--- src/rtl/rcof_pkg.sv ---
`timescale 1ns / 1ps
package rcof_pkg;

  // Fixed-point format of ray positions, steps and trig values
  localparam int FRAC_BITS = 16;
  localparam int POS_W     = 27;
  localparam int STEP_W    = 18;
  localparam int TRIG_W    = 18;
  localparam int ANG_W     = 11;
  localparam int ROM_DEPTH = 540;
  localparam int ROM_AW    = 10;
  localparam int ROOT_BITS = 8;
  localparam int DIV_BITS  = 25;
  localparam int CELL_W    = 11;

  localparam logic [6:0] RANGE_RESET = 7'd40;
  localparam logic [7:0] FOV_RESET   = 8'd45;

  // Register indexes and item functions
  localparam logic CFG_RANGE  = 1'b0;
  localparam logic CFG_FOV    = 1'b1;
  localparam logic FUNC_WRITE = 1'b0;
  localparam logic FUNC_SCAN  = 1'b1;

  localparam int RED_STEP = 25;
  localparam int NUM_OBJ  = 10;

  // Angles in Q.30
  localparam logic [63:0] PI_Q30      = 64'd3373259426;
  localparam logic [63:0] HALF_PI_Q30 = 64'd1686629713;
  localparam logic [63:0] TWO_PI_Q30  = 64'd6746518852;

  typedef enum logic [3:0] {
    S_IDLE,
    S_TRIG,
    S_END,
    S_SQ,
    S_SQRT,
    S_DXI,
    S_DX,
    S_DYI,
    S_DY,
    S_RAY,
    S_SAMP,
    S_CHECK,
    S_CLOSE
  } state_t;

  typedef struct packed {
    logic map_wr;
    logic start;
    logic trig_rd;
    logic end_calc;
    logic sq_calc;
    logic sqrt_step;
    logic div_load;
    logic div_sel;
    logic div_step;
    logic keep_sx;
    logic keep_sy;
    logic ray_init;
    logic samp_rd;
    logic advance;
    logic next_ray;
    logic emit_obj;
    logic emit_close;
  } cmd_t;

  typedef struct packed {
    logic fov_zero;
    logic it_last;
    logic rays_last;
    logic steps_last;
    logic outside;
    logic obj_new;
    logic black;
    logic out_free;
  } sts_t;

  typedef logic [2*TRIG_W-1:0] trig_rom_t [ROM_DEPTH];

  // Two more powers of x on a Q.30 term
  function automatic logic [63:0] term_sq(input logic [63:0] t, input logic [63:0] x);
    logic [63:0] u;
    u = (t * x) >> 30;
    u = (u * x) >> 30;
    return u;
  endfunction

  // sin or cos of a whole degree, Taylor series in Q.30, rounded to Q.16
  function automatic logic signed [TRIG_W-1:0] fix_trig(input int mag, input logic want_cos);
    logic [63:0] a;
    logic [63:0] x;
    logic [63:0] t;
    logic [63:0] pos;
    logic [63:0] ngs;
    logic signed [63:0] res;
    logic signed [63:0] r;
    logic neg;
    neg = 1'b0;
    a = ((64'(mag) * 64'd31416) << 30);
    a = (a + 64'd900000) / 64'd1800000;
    if (want_cos) a = a + HALF_PI_Q30;
    if (a >= TWO_PI_Q30) a = a - TWO_PI_Q30;
    if (a >= TWO_PI_Q30) a = a - TWO_PI_Q30;
    if (a >= PI_Q30) begin
      a = a - PI_Q30;
      neg = !neg;
    end
    if (a > HALF_PI_Q30) a = PI_Q30 - a;
    x = a;
    t = x;
    pos = x;
    ngs = 64'd0;
    t = term_sq(t, x) / 64'd6;   ngs = ngs + t;
    t = term_sq(t, x) / 64'd20;  pos = pos + t;
    t = term_sq(t, x) / 64'd42;  ngs = ngs + t;
    t = term_sq(t, x) / 64'd72;  pos = pos + t;
    t = term_sq(t, x) / 64'd110; ngs = ngs + t;
    t = term_sq(t, x) / 64'd156; pos = pos + t;
    t = term_sq(t, x) / 64'd210; ngs = ngs + t;
    t = term_sq(t, x) / 64'd272; pos = pos + t;
    t = term_sq(t, x) / 64'd342; ngs = ngs + t;
    t = term_sq(t, x) / 64'd420; pos = pos + t;
    t = term_sq(t, x) / 64'd506; ngs = ngs + t;
    t = term_sq(t, x) / 64'd600; pos = pos + t;
    res = $signed(pos) - $signed(ngs);
    if (res < 0) res = 64'sd0;
    r = (res + (64'sd1 <<< (29 - FRAC_BITS))) >>> (30 - FRAC_BITS);
    if (neg) r = -r;
    return TRIG_W'(r);
  endfunction

  // Entry i holds {cos(i deg), sin(i deg)}
  function automatic trig_rom_t trig_rom_build();
    trig_rom_t rom;
    for (int i = 0; i < ROM_DEPTH; i++) begin
      rom[i] = {fix_trig(i, 1'b1), fix_trig(i, 1'b0)};
    end
    return rom;
  endfunction

  // Object number of a red level, 0 when the level names no object
  function automatic logic [3:0] red_id(input logic [7:0] r);
    logic [3:0] id;
    id = 4'd0;
    for (int i = 1; i <= NUM_OBJ; i++) begin
      if (r == 8'(RED_STEP * i)) id = 4'(i);
    end
    return id;
  endfunction

endpackage

--- src/rtl/rcof_ctrl.sv ---
`timescale 1ns / 1ps
module rcof_ctrl (
  input  logic           clk,
  input  logic           rst_n,
  input  logic           in_valid,
  input  logic           in_func,
  output logic           in_stall,
  input  rcof_pkg::sts_t sts,
  output rcof_pkg::cmd_t cmd
);

  rcof_pkg::state_t state_r;
  rcof_pkg::state_t state_nxt;

  // state register
  always_ff @(posedge clk) begin
    if (!rst_n) begin
      state_r <= rcof_pkg::S_IDLE;
    end else begin
      state_r <= state_nxt;
    end
  end

  assign in_stall = (state_r != rcof_pkg::S_IDLE);

  // next state and commands
  always_comb begin
    state_nxt = state_r;
    cmd = '0;
    case (state_r)
      rcof_pkg::S_IDLE: begin
        if (in_valid) begin
          if (in_func == rcof_pkg::FUNC_WRITE) begin
            cmd.map_wr = 1'b1;
          end else begin
            cmd.start = 1'b1;
            state_nxt = sts.fov_zero ? rcof_pkg::S_CLOSE : rcof_pkg::S_TRIG;
          end
        end
      end
      rcof_pkg::S_TRIG: begin
        cmd.trig_rd = 1'b1;
        state_nxt = rcof_pkg::S_END;
      end
      rcof_pkg::S_END: begin
        cmd.end_calc = 1'b1;
        state_nxt = rcof_pkg::S_SQ;
      end
      rcof_pkg::S_SQ: begin
        cmd.sq_calc = 1'b1;
        state_nxt = rcof_pkg::S_SQRT;
      end
      rcof_pkg::S_SQRT: begin
        cmd.sqrt_step = 1'b1;
        if (sts.it_last) state_nxt = rcof_pkg::S_DXI;
      end
      rcof_pkg::S_DXI: begin
        cmd.div_load = 1'b1;
        cmd.div_sel = 1'b0;
        state_nxt = rcof_pkg::S_DX;
      end
      rcof_pkg::S_DX: begin
        cmd.div_step = 1'b1;
        if (sts.it_last) state_nxt = rcof_pkg::S_DYI;
      end
      rcof_pkg::S_DYI: begin
        cmd.keep_sx = 1'b1;
        cmd.div_load = 1'b1;
        cmd.div_sel = 1'b1;
        state_nxt = rcof_pkg::S_DY;
      end
      rcof_pkg::S_DY: begin
        cmd.div_step = 1'b1;
        if (sts.it_last) state_nxt = rcof_pkg::S_RAY;
      end
      rcof_pkg::S_RAY: begin
        cmd.keep_sy = 1'b1;
        cmd.ray_init = 1'b1;
        state_nxt = rcof_pkg::S_SAMP;
      end
      rcof_pkg::S_SAMP: begin
        if (sts.outside) begin
          cmd.next_ray = 1'b1;
          state_nxt = sts.rays_last ? rcof_pkg::S_CLOSE : rcof_pkg::S_TRIG;
        end else begin
          cmd.samp_rd = 1'b1;
          state_nxt = rcof_pkg::S_CHECK;
        end
      end
      rcof_pkg::S_CHECK: begin
        if (sts.obj_new && !sts.out_free) begin
          state_nxt = rcof_pkg::S_CHECK;
        end else if (sts.black && !sts.obj_new) begin
          cmd.next_ray = 1'b1;
          state_nxt = sts.rays_last ? rcof_pkg::S_CLOSE : rcof_pkg::S_TRIG;
        end else begin
          cmd.emit_obj = sts.obj_new;
          if (sts.steps_last) begin
            cmd.next_ray = 1'b1;
            state_nxt = sts.rays_last ? rcof_pkg::S_CLOSE : rcof_pkg::S_TRIG;
          end else begin
            cmd.advance = 1'b1;
            state_nxt = rcof_pkg::S_SAMP;
          end
        end
      end
      rcof_pkg::S_CLOSE: begin
        if (sts.out_free) begin
          cmd.emit_close = 1'b1;
          state_nxt = rcof_pkg::S_IDLE;
        end
      end
      default: begin
        state_nxt = rcof_pkg::S_IDLE;
      end
    endcase
  end

endmodule

--- config.mk ---
export PLATFORM = sky130hd
export DESIGN_NAME = rcof_ctrl
export DESIGN_NICKNAME = d
export VERILOG_FILES = /design/src/rtl/rcof_pkg.sv /design/src/rtl/rcof_ctrl.sv
export SDC_FILE = /design/constraint.sdc
export NUM_CORES = 1
export LEC_CHECK = 0
export BUFFER_PORTS_ARGS = -buffer_cell sky130_fd_sc_hd__buf_2
export CELL_PAD_IN_SITES_DETAIL_PLACEMENT = 0
export CELL_PAD_IN_SITES_GLOBAL_PLACEMENT = 1
export CORE_MARGIN = 2
export CORE_UTILIZATION = 28
export CTS_BUF_LIST = sky130_fd_sc_hd__clkbuf_8
export DETAILED_ROUTE_END_ITERATION = 6
export PLACE_DENSITY_LB_ADDON = 0.05
export SLEW_MARGIN = 10
export SYNTH_ARGS = -nofsm -noshare
export SYNTH_HDL_FRONTEND = slang
export SYNTH_SLANG_ARGS = --single-unit
--- constraint.sdc ---
create_clock -name clk -period 1.4 [get_ports clk]
set_input_delay 0.28 -clock clk [delete_from_list [all_inputs] [get_ports clk]]
set_output_delay 0.28 -clock clk [all_outputs]
set_load 0.05 [all_outputs]
==> results of run 1 <==
==> layout make-up <==
| cell class | instances | area share [%] |
|---|---|---|
| clock buffer | 3 | 2.64 |
| inverter | 2 | 0.480 |
| multi-input combinational | 73 | 45.8 |
| sequential | 4 | 6.08 |
| tap | 27 | 2.16 |
| timing repair buffer | 70 | 42.8 |
==> cell usage in the layout (no fill, tap or decap), drive strengths merged, types with 3 or more instances in the layout <==
cell / instances
dfxtp: 4
a21oi: 5
nand2: 7
nor3b: 4
nor2: 14
and3: 4
nor3: 5
o21ai: 3
clkbuf: 3
a211oi: 4
buf: 70
nand2b: 5
==> logic make-up (layout without fill, tap and decap cells) <==
family	Yosys count	after routing	synth area share, %
flops	4	4	13.4
buf+inv	10	75	9.45
simple gates	48	48	43.3
compound gates	25	25	33.8
==> per-layer routing <==
metal  routed length, um  track usage [%]  vias to the layer above
li1                    -                -                      448
met1                1160             24.7                      452
met2                1410             36.0                       25
met3                 129             4.24                        4
met4                  27             1.39                        0
met5                   0                0                        -
==> per-stage QoR <==
| stage | cells | hold WS (ns) | TNS (ns) | cell area, um2 | setup slack (ns) |
|---|---|---|---|---|---|
| after global placement | 158 | 0.544 | -1.87 | 1070 | -0.142 |
| after CTS | 173 | 0.322 | -1.84 | 1420 | -0.150 |
| after detailed placement | 158 | 0.553 | -2.65 | 1070 | -0.208 |
| after global routing | 179 | 0.322 | -3.12 | 1560 | -0.225 |
| after floorplan | 87 | 0.411 | -0.577 | 806 | -0.138 |
| final | 179 | 0.325 | -2.30 | 1560 | -0.183 |
==> worst max-delay path, cell delays in order, from the launching register on <==
cell and delay [ns]:
dfxtp_4 0.38, buf_6 0.14, buf_4 0.13, and3_1 0.20, a2bb2oi_1 0.20, nor2_1 0.07
o311a_1 0.34
==> worst paths after layout <==
check             start          to  slack [ns]  cells after the start
min reg2reg  state_r[3]  state_r[3]        0.77                      3
max reg2reg  state_r[1]  state_r[2]       -0.18                      6
max          state_r[1]  state_r[2]       -0.18                      6
min               rst_n  state_r[2]        0.33                      2
==> report_power, final <==
group / leakage (nW) / internal, mW / switching, mW / total [mW]
clock: 0.0216 / 0.184 / 0.0621 / 0.246
combinational: 0.642 / 1.49 / 1.57 / 3.06
sequential: 0.0356 / 0.201 / 0.134 / 0.335
total: 0.699 / 1.88 / 1.76 / 3.64
==> what timing repair did <==
item | in CTS | in global routing
setup endpoints to repair | 21 | 21
buffers inserted | 12 | 6
resized for setup | 67 | 22
pin swaps | 14 | 18
==> results.cfg, run 1 <==
[route]
vias = 929
drt-total-wl_um = 2730
vias_per_cell = 5.19
ant_nets = 0
wl_per_cell_um = 15.2
post-route-drc-count = 0
dr.pass1.iters = 4
drt_iter0_markers = 15

[floorplan]
core_um2 = 1980
ios = 30
dieArea_um2 = 2510
num_rows = 16
die_width_um = 50.1
fp.dieH_um = 50.1
start_util_pct = 30.1

[global_route]
grt_pass1_wl_um = 3860
grt_max_degree = 11
grt_util_all_layers_pct = 19.8
grt_overflow = 0
first_global_vias = 879
antenna_found_initial = 0

[finish]
drive_gt1_share_pct = 78.3
final_util_pct = 78.9
top_register = state_r
nNetsFinal = 166
syn2layout_area_growth_pct = 163
multi_input_area_um2 = 717
top_regs = state_r (4)
largest_reg_flops = 4
fill_cells = 109
regArea_um2 = 95.1
antenna_cells = 0

[cts]
clockBufferDepth = 2
cts_buffers = 3
cts_root_buf = clkbuf_8
cts_tree = done
cts_max_level = 1
clock_latency_ns = 0.22
cts_sinks = 4
ctsHoldBuffers = 0
path_clk_slew_ns = 0.03

[sta]
worst_pin_slew_ns = 0.276
min_period_over_period_pct = 113
final_max_slew_viol_count = 0
finalWorstSetupSlack_ns = -0.183
rsz0062_at_grt = yes
fmax_ghz = 0.632
relSlewSlack_pct = 81.6
skew_ns = 0.00353
setup_viol = 20
layout_min_cycle_time_ns = 1.58
hold_viol_final = 0

[power]
power.total_mw = 3.64
worst_ir_drop_vdd_v = 0.00159
p_leak_nw = 0.699
pwr_density_cell_nw_per_um2 = 2330

[critical_path]
worstSetupPathType = flip-flop to flip-flop
critical_path_required_ns = 1.50
crit_path_max_fanout = 6
crit_path_end_kind = flip-flop
worstPathArrival_ns = 1.68
critPathLaunchType = flip-flop

[synthesis]
synth_edf_count = 0
synthArstFlopShare_pct = 0
synth_commonest_cells = nor2_1, nand2_1, nand2b_1, nor3_1
syn_area_um2 = 596
yosys.area.top_type_share_pct = 13.4
synth_warnings = 0
syn_avg_cell_area_um2 = 6.85
synth-main-ff-cell = dfxtp_1
synth.most_common_cell = nor2_1
seq_area_frac_synth_pct = 13.4
yosysTopAreaCell = dfxtp_1
synth_cells = 87
yosys_register_bits = 4
syn_nets = 99
synth_cell_types = 36
synth.top_cells.by_area = dfxtp_1, nor2_1, nand2b_1

[placement]
place_congestion = 0.895
detailed_place_hpwl_um = 1530
portBuffers = 29

[flow_run]
cap_violations = 0

[status]
violations = negative setup slack
status = complete, but fails checks

[min_path]
hold_class = input port to flip-flop
Note: power is estimated with default switching activity, not from simulation.
==> inputs of run 2 (changes only) <==
--- a/config.mk
+++ b/config.mk
@@ -13,6 +13,7 @@
 export CTS_BUF_LIST = sky130_fd_sc_hd__clkbuf_8
 export DETAILED_ROUTE_END_ITERATION = 6
 export PLACE_DENSITY_LB_ADDON = 0.05
+export SKIP_LAST_GASP = 1
 export SLEW_MARGIN = 10
 export SYNTH_ARGS = -nofsm -noshare
 export SYNTH_HDL_FRONTEND = slang
==> run 2 against run 1 <==
  * Wire length fell by 9.3%
  * Critical endpoint is now cmd[8]
  * Sequential share of layout area rose by 0.094 points
  * The run still ends with negative setup slack left
  * Combinational power fell by 3%
  * Total power fell by 2.8%
  * Global-route usage did not move
  * Clock-buffer cell count did not move
==> results.cfg, run 2 (synthesized netlist as in run 1, its figures left out) <==
[cts]
cts_root_buf = clkbuf_8
cts_tree = done
path_clk_slew_ns = 0.03
cts_max_level = 1
ctsHoldBuffers = 0
clockBufferDepth = 2
clock_latency_ns = 0.22
cts_buffers = 3
cts_sinks = 4

[floorplan]
fp.dieH_um = 50.1
start_util_pct = 30.1
dieArea_um2 = 2510
die_width_um = 50.1
core_um2 = 1980
num_rows = 16
ios = 30

[placement]
portBuffers = 29
detailed_place_hpwl_um = 1530
pre_cts_ws_ns = -0.208
post-place-cells = 158
place_area_um2 = 1070
place_congestion = 0.895

[flow_run]
cap_violations = 0

[finish]
fill_cells = 110
largest_reg_flops = 4
final_common_cell = buf_6
final_util_pct = 77.7
nNetsFinal = 165
antenna_cells = 0
final_cell_mix = buf_6, buf_4, buf_2, nor2_4
syn2layout_area_growth_pct = 159
final_area_um2 = 1540
multi_input_area_um2 = 717
finalNonFillerCells = 178
drive_gt1_share_pct = 78.1
top_regs = state_r (4)
regArea_um2 = 95.1
top_register = state_r

[global_route]
met3_usage_pct = 4.24
busiest_layer = met2
grt_pass1_wl_um = 3860
grt_overflow = 0
antenna_found_initial = 0
grt_max_degree = 11
grt_util_all_layers_pct = 19.8
grtUsageMet1_pct = 24.7
grtUsageMet2_pct = 36.0
first_global_vias = 873

[sta]
setup_viol = 21
skew_ns = 0.000825
finalWorstSetupSlack_ns = -0.182
rsz0062_at_grt = yes
min_period_over_period_pct = 113
worst_pin_slew_ns = 0.268
relSlewSlack_pct = 82.0
setup_tns_ns = -2.18
hold_viol_final = 0
layout_min_cycle_time_ns = 1.58
whs_ns = 0.321
fmax_ghz = 0.632
final_max_slew_viol_count = 0

[critical_path]
worstPathArrival_ns = 1.30
crit_path_end_kind = output port
critPathLaunchType = flip-flop
worstSetupPathType = flip-flop to output port
critical_path_required_ns = 1.12
crit_path_max_fanout = 6

[min_path]
hold_class = input port to flip-flop

[power]
power.total_mw = 3.54
p_leak_nw = 0.688
worst_ir_drop_vdd_v = 0.00181
pwr_density_cell_nw_per_um2 = 2300

[route]
wl_per_cell_um = 13.9
vias_per_cell = 5.11
vias = 910
dr.pass1.iters = 4
post-route-drc-count = 0
drt_iter0_markers = 7
ant_nets = 0
drt-total-wl_um = 2470

[status]
status = complete, but fails checks
violations = negative setup slack
run 2: changes by cell type in the layout (fill, tap and decap cells not counted), sizes merged:
cell / delta
buf: -1
run 2: final timing paths:
path              startpoint          to  slack, ns  cells after the start
hold / removal         rst_n  state_r[2]       0.32                      2
setup reg to reg  state_r[2]  state_r[2]      -0.16                      6
setup / recovery  state_r[2]      cmd[8]      -0.18                      5
hold reg to reg   state_r[3]  state_r[3]       0.77                      3
run 2: repair_timing:
action	CTS	global route
resized for setup	65	22
setup buffers	12	5
pin swaps	14	18
setup endpoints to repair	21	21
run 2: critical path: stages, from the launching register on:
cell and delay (ns):
dfxtp_4 0.36, buf_6 0.14, and2b_2 0.22, a21oi_4 0.18, nor2_4 0.04, buf_6 0.14
run 2: final cells by class:
| type | count | share of cell area, % |
|---|---|---|
| Inverter | 2 | 0.650 |
| Tap cell | 27 | 2.19 |
| Clock buffer | 3 | 2.68 |
| Timing Repair Buffer | 69 | 41.8 |
| Sequential cell | 4 | 6.17 |
| Multi-Input combinational cell | 73 | 46.5 |
run 2: per-layer routing:
layer  part of all wire, %  vias to the layer above
li1                      -                      445
met1                    44                      440
met2                    52                       23
met3                   3.1                        2
met4                  0.77                        0
met5                     0                        -
run 2: power breakdown:
part | internal, mW | total (mW) | switching (mW)
combinational | 1.43 | 2.97 | 1.55
clock | 0.183 | 0.242 | 0.0587
sequential | 0.201 | 0.327 | 0.126
total | 1.81 | 3.54 | 1.73
==> inputs of run 3 (changes only) <==
--- a/config.mk
+++ b/config.mk
@@ -9,7 +9,7 @@
 export CELL_PAD_IN_SITES_DETAIL_PLACEMENT = 0
 export CELL_PAD_IN_SITES_GLOBAL_PLACEMENT = 1
 export CORE_MARGIN = 2
-export CORE_UTILIZATION = 28
+export CORE_UTILIZATION = 25
 export CTS_BUF_LIST = sky130_fd_sc_hd__clkbuf_8
 export DETAILED_ROUTE_END_ITERATION = 6
 export PLACE_DENSITY_LB_ADDON = 0.05
==> run 3 against run 2 <==
  * The flow still finishes with violations (negative setup slack)
  * Clock power is essentially flat
  * Largest cell class unchanged
  * Largest power group unchanged
  * Critical endpoint unchanged
  * Flip-flop and latch count stayed put
  * Clock skew grew 0.0039 ns
==> results.cfg, run 3 (synthesized netlist as in run 1, its figures left out) <==
[global_route]
grt_pass1_wl_um = 3680
antenna_found_initial = 0
grt_max_degree = 9
first_global_vias = 813
grt_overflow = 0
grt_util_all_layers_pct = 17.5

[cts]
cts_sinks = 4
cts_buffers = 3
clockBufferDepth = 2
ctsHoldBuffers = 0
cts_root_buf = clkbuf_8
cts_max_level = 1
path_clk_slew_ns = 0.03
cts_tree = done
clock_latency_ns = 0.22

[sta]
worst_pin_slew_ns = 0.270
relSlewSlack_pct = 81.9
finalWorstSetupSlack_ns = -0.162
setup_viol = 20
rsz0062_at_grt = yes
min_period_over_period_pct = 112
layout_min_cycle_time_ns = 1.56
hold_viol_final = 0
fmax_ghz = 0.640
final_max_slew_viol_count = 0
skew_ns = 0.00475

[finish]
syn2layout_area_growth_pct = 154
top_register = state_r
final_cell_mix = buf_6, buf_4, buf_2, nor2_4, buf_8
largest_reg_flops = 4
antenna_cells = 0
final_util_pct = 67.6
top_regs = state_r (4)
drive_gt1_share_pct = 77.7
final_common_cell = buf_6
finalNonFillerCells = 176
nNetsFinal = 162

[power]
p_int_mw = 1.77
worst_ir_drop_vdd_v = 0.00150
p_comb_share_pct = 84.2
pwr_density_cell_nw_per_um2 = 2300
p_clk_share_pct = 7.0
power.total_mw = 3.47
p_seq_share_pct = 8.8
p_sw_share_pct = 48.8
switchingPower_mw = 1.69
p_leak_nw = 0.662

[route]
drt_iter0_markers = 1
vias = 879
ant_nets = 0
drt-total-wl_um = 2380
post-route-drc-count = 0
vias_per_cell = 4.99
dr.pass1.iters = 4
wl_per_cell_um = 13.5

[critical_path]
crit_path_end_kind = output port
slowest_delay_ns = 0.34
worstSetupPathType = flip-flop to output port
critPathLaunchType = flip-flop
cpMostUsedCell = buf_6
crit_path_max_fanout = 6
path_cells = buf_6, and2b_2, a21oi_2, nor2_4, buf_6
path_buf_inv = 2
crit_family = flip-flops
critical_path_required_ns = 1.12
worstPathArrival_ns = 1.28
cp_slowest_cell = dfxtp_2

[flow_run]
cap_violations = 0

[placement]
place_congestion = 0.728
post-place-cells = 158
portBuffers = 29
detailed_place_hpwl_um = 1640

[floorplan]
fp.dieH_um = 52.8
num_rows = 17
start_util_pct = 26.7
die_width_um = 52.8
dieArea_um2 = 2790
ios = 30
core_um2 = 2230

[min_path]
hold_class = input port to flip-flop

[status]
status = complete, but fails checks
violations = negative setup slack
run 3: changes by cell type in the layout (fill, tap and decap cells not counted), sizes merged:
cell / previous run / this run
buf: 69 / 66
run 3: repair_timing:
item / in CTS / in global routing
pin swaps: 19 / 10
buffers inserted: 14 / 1
resized for setup: 74 / 15
setup endpoints to repair: 21 / 21
run 3: path summary, 6_finish.rpt:
kind | from | endpoint | slack [ns] | cells past startpoint
worst max-delay path | state_r[2] | cmd[8] | -0.16 | 5
worst min-delay path | rst_n | state_r[2] | 0.33 | 2
worst max register to register | state_r[2] | state_r[2] | -0.11 | 6
worst min register to register | state_r[3] | state_r[3] | 0.67 | 2
run 3: stage by stage:
step / instance area, um2 / hold WS, ns / TNS (ns) / worst slack [ns]
3_5_place_dp: 1050 / 0.552 / -1.43 / -0.155
5_1_grt: 1510 / 0.327 / -2.62 / -0.188
6_report: 1510 / 0.325 / -2.05 / -0.162
2_1_floorplan: 806 / 0.411 / -0.577 / -0.138
4_1_cts: 1440 / 0.318 / -1.66 / -0.132
3_3_place_gp: 1050 / 0.548 / -1.21 / -0.158
run 3: layout make-up:
type | count | area (um2)
clock buffers | 3 | 41.3
inverters | 2 | 7.51
fillers | 181 | 723
multi-input cells | 73 | 712
well taps | 28 | 35.0
flip-flops and latches | 4 | 92.6
repair buffers | 66 | 622
run 3: layer usage:
layer | part of all wire (%) | vias to the layer above | GRT usage [%]
li1 | - | 442 | -
met1 | 44 | 417 | 24.9
met2 | 52 | 18 | 28.7
met3 | 2.9 | 2 | 0.857
met4 | 0.80 | 0 | 3.85
met5 | 0 | - | 0
run 3: power by group through the flow:
stage | sequential (mW) | clock, mW | combinational, mW
2_1_floorplan | 0.218 | 0 | 1.63
3_3_place_gp | 0.306 | 0 | 1.99
3_5_place_dp | 0.304 | 0 | 2.00
4_1_cts | 0.289 | 0.247 | 2.70
5_1_grt | 0.312 | 0.252 | 3.07
6_report | 0.304 | 0.243 | 2.92
run 3: worst reg2reg max path: cells and delay by family, from the launching register on:
family	cells	cell delay (ns)
AO/OA/AOI/OAI	3	0.71
buffers and inverters	2	0.29
flip-flops	1	0.36
AND/OR/NAND/NOR	1	0.04
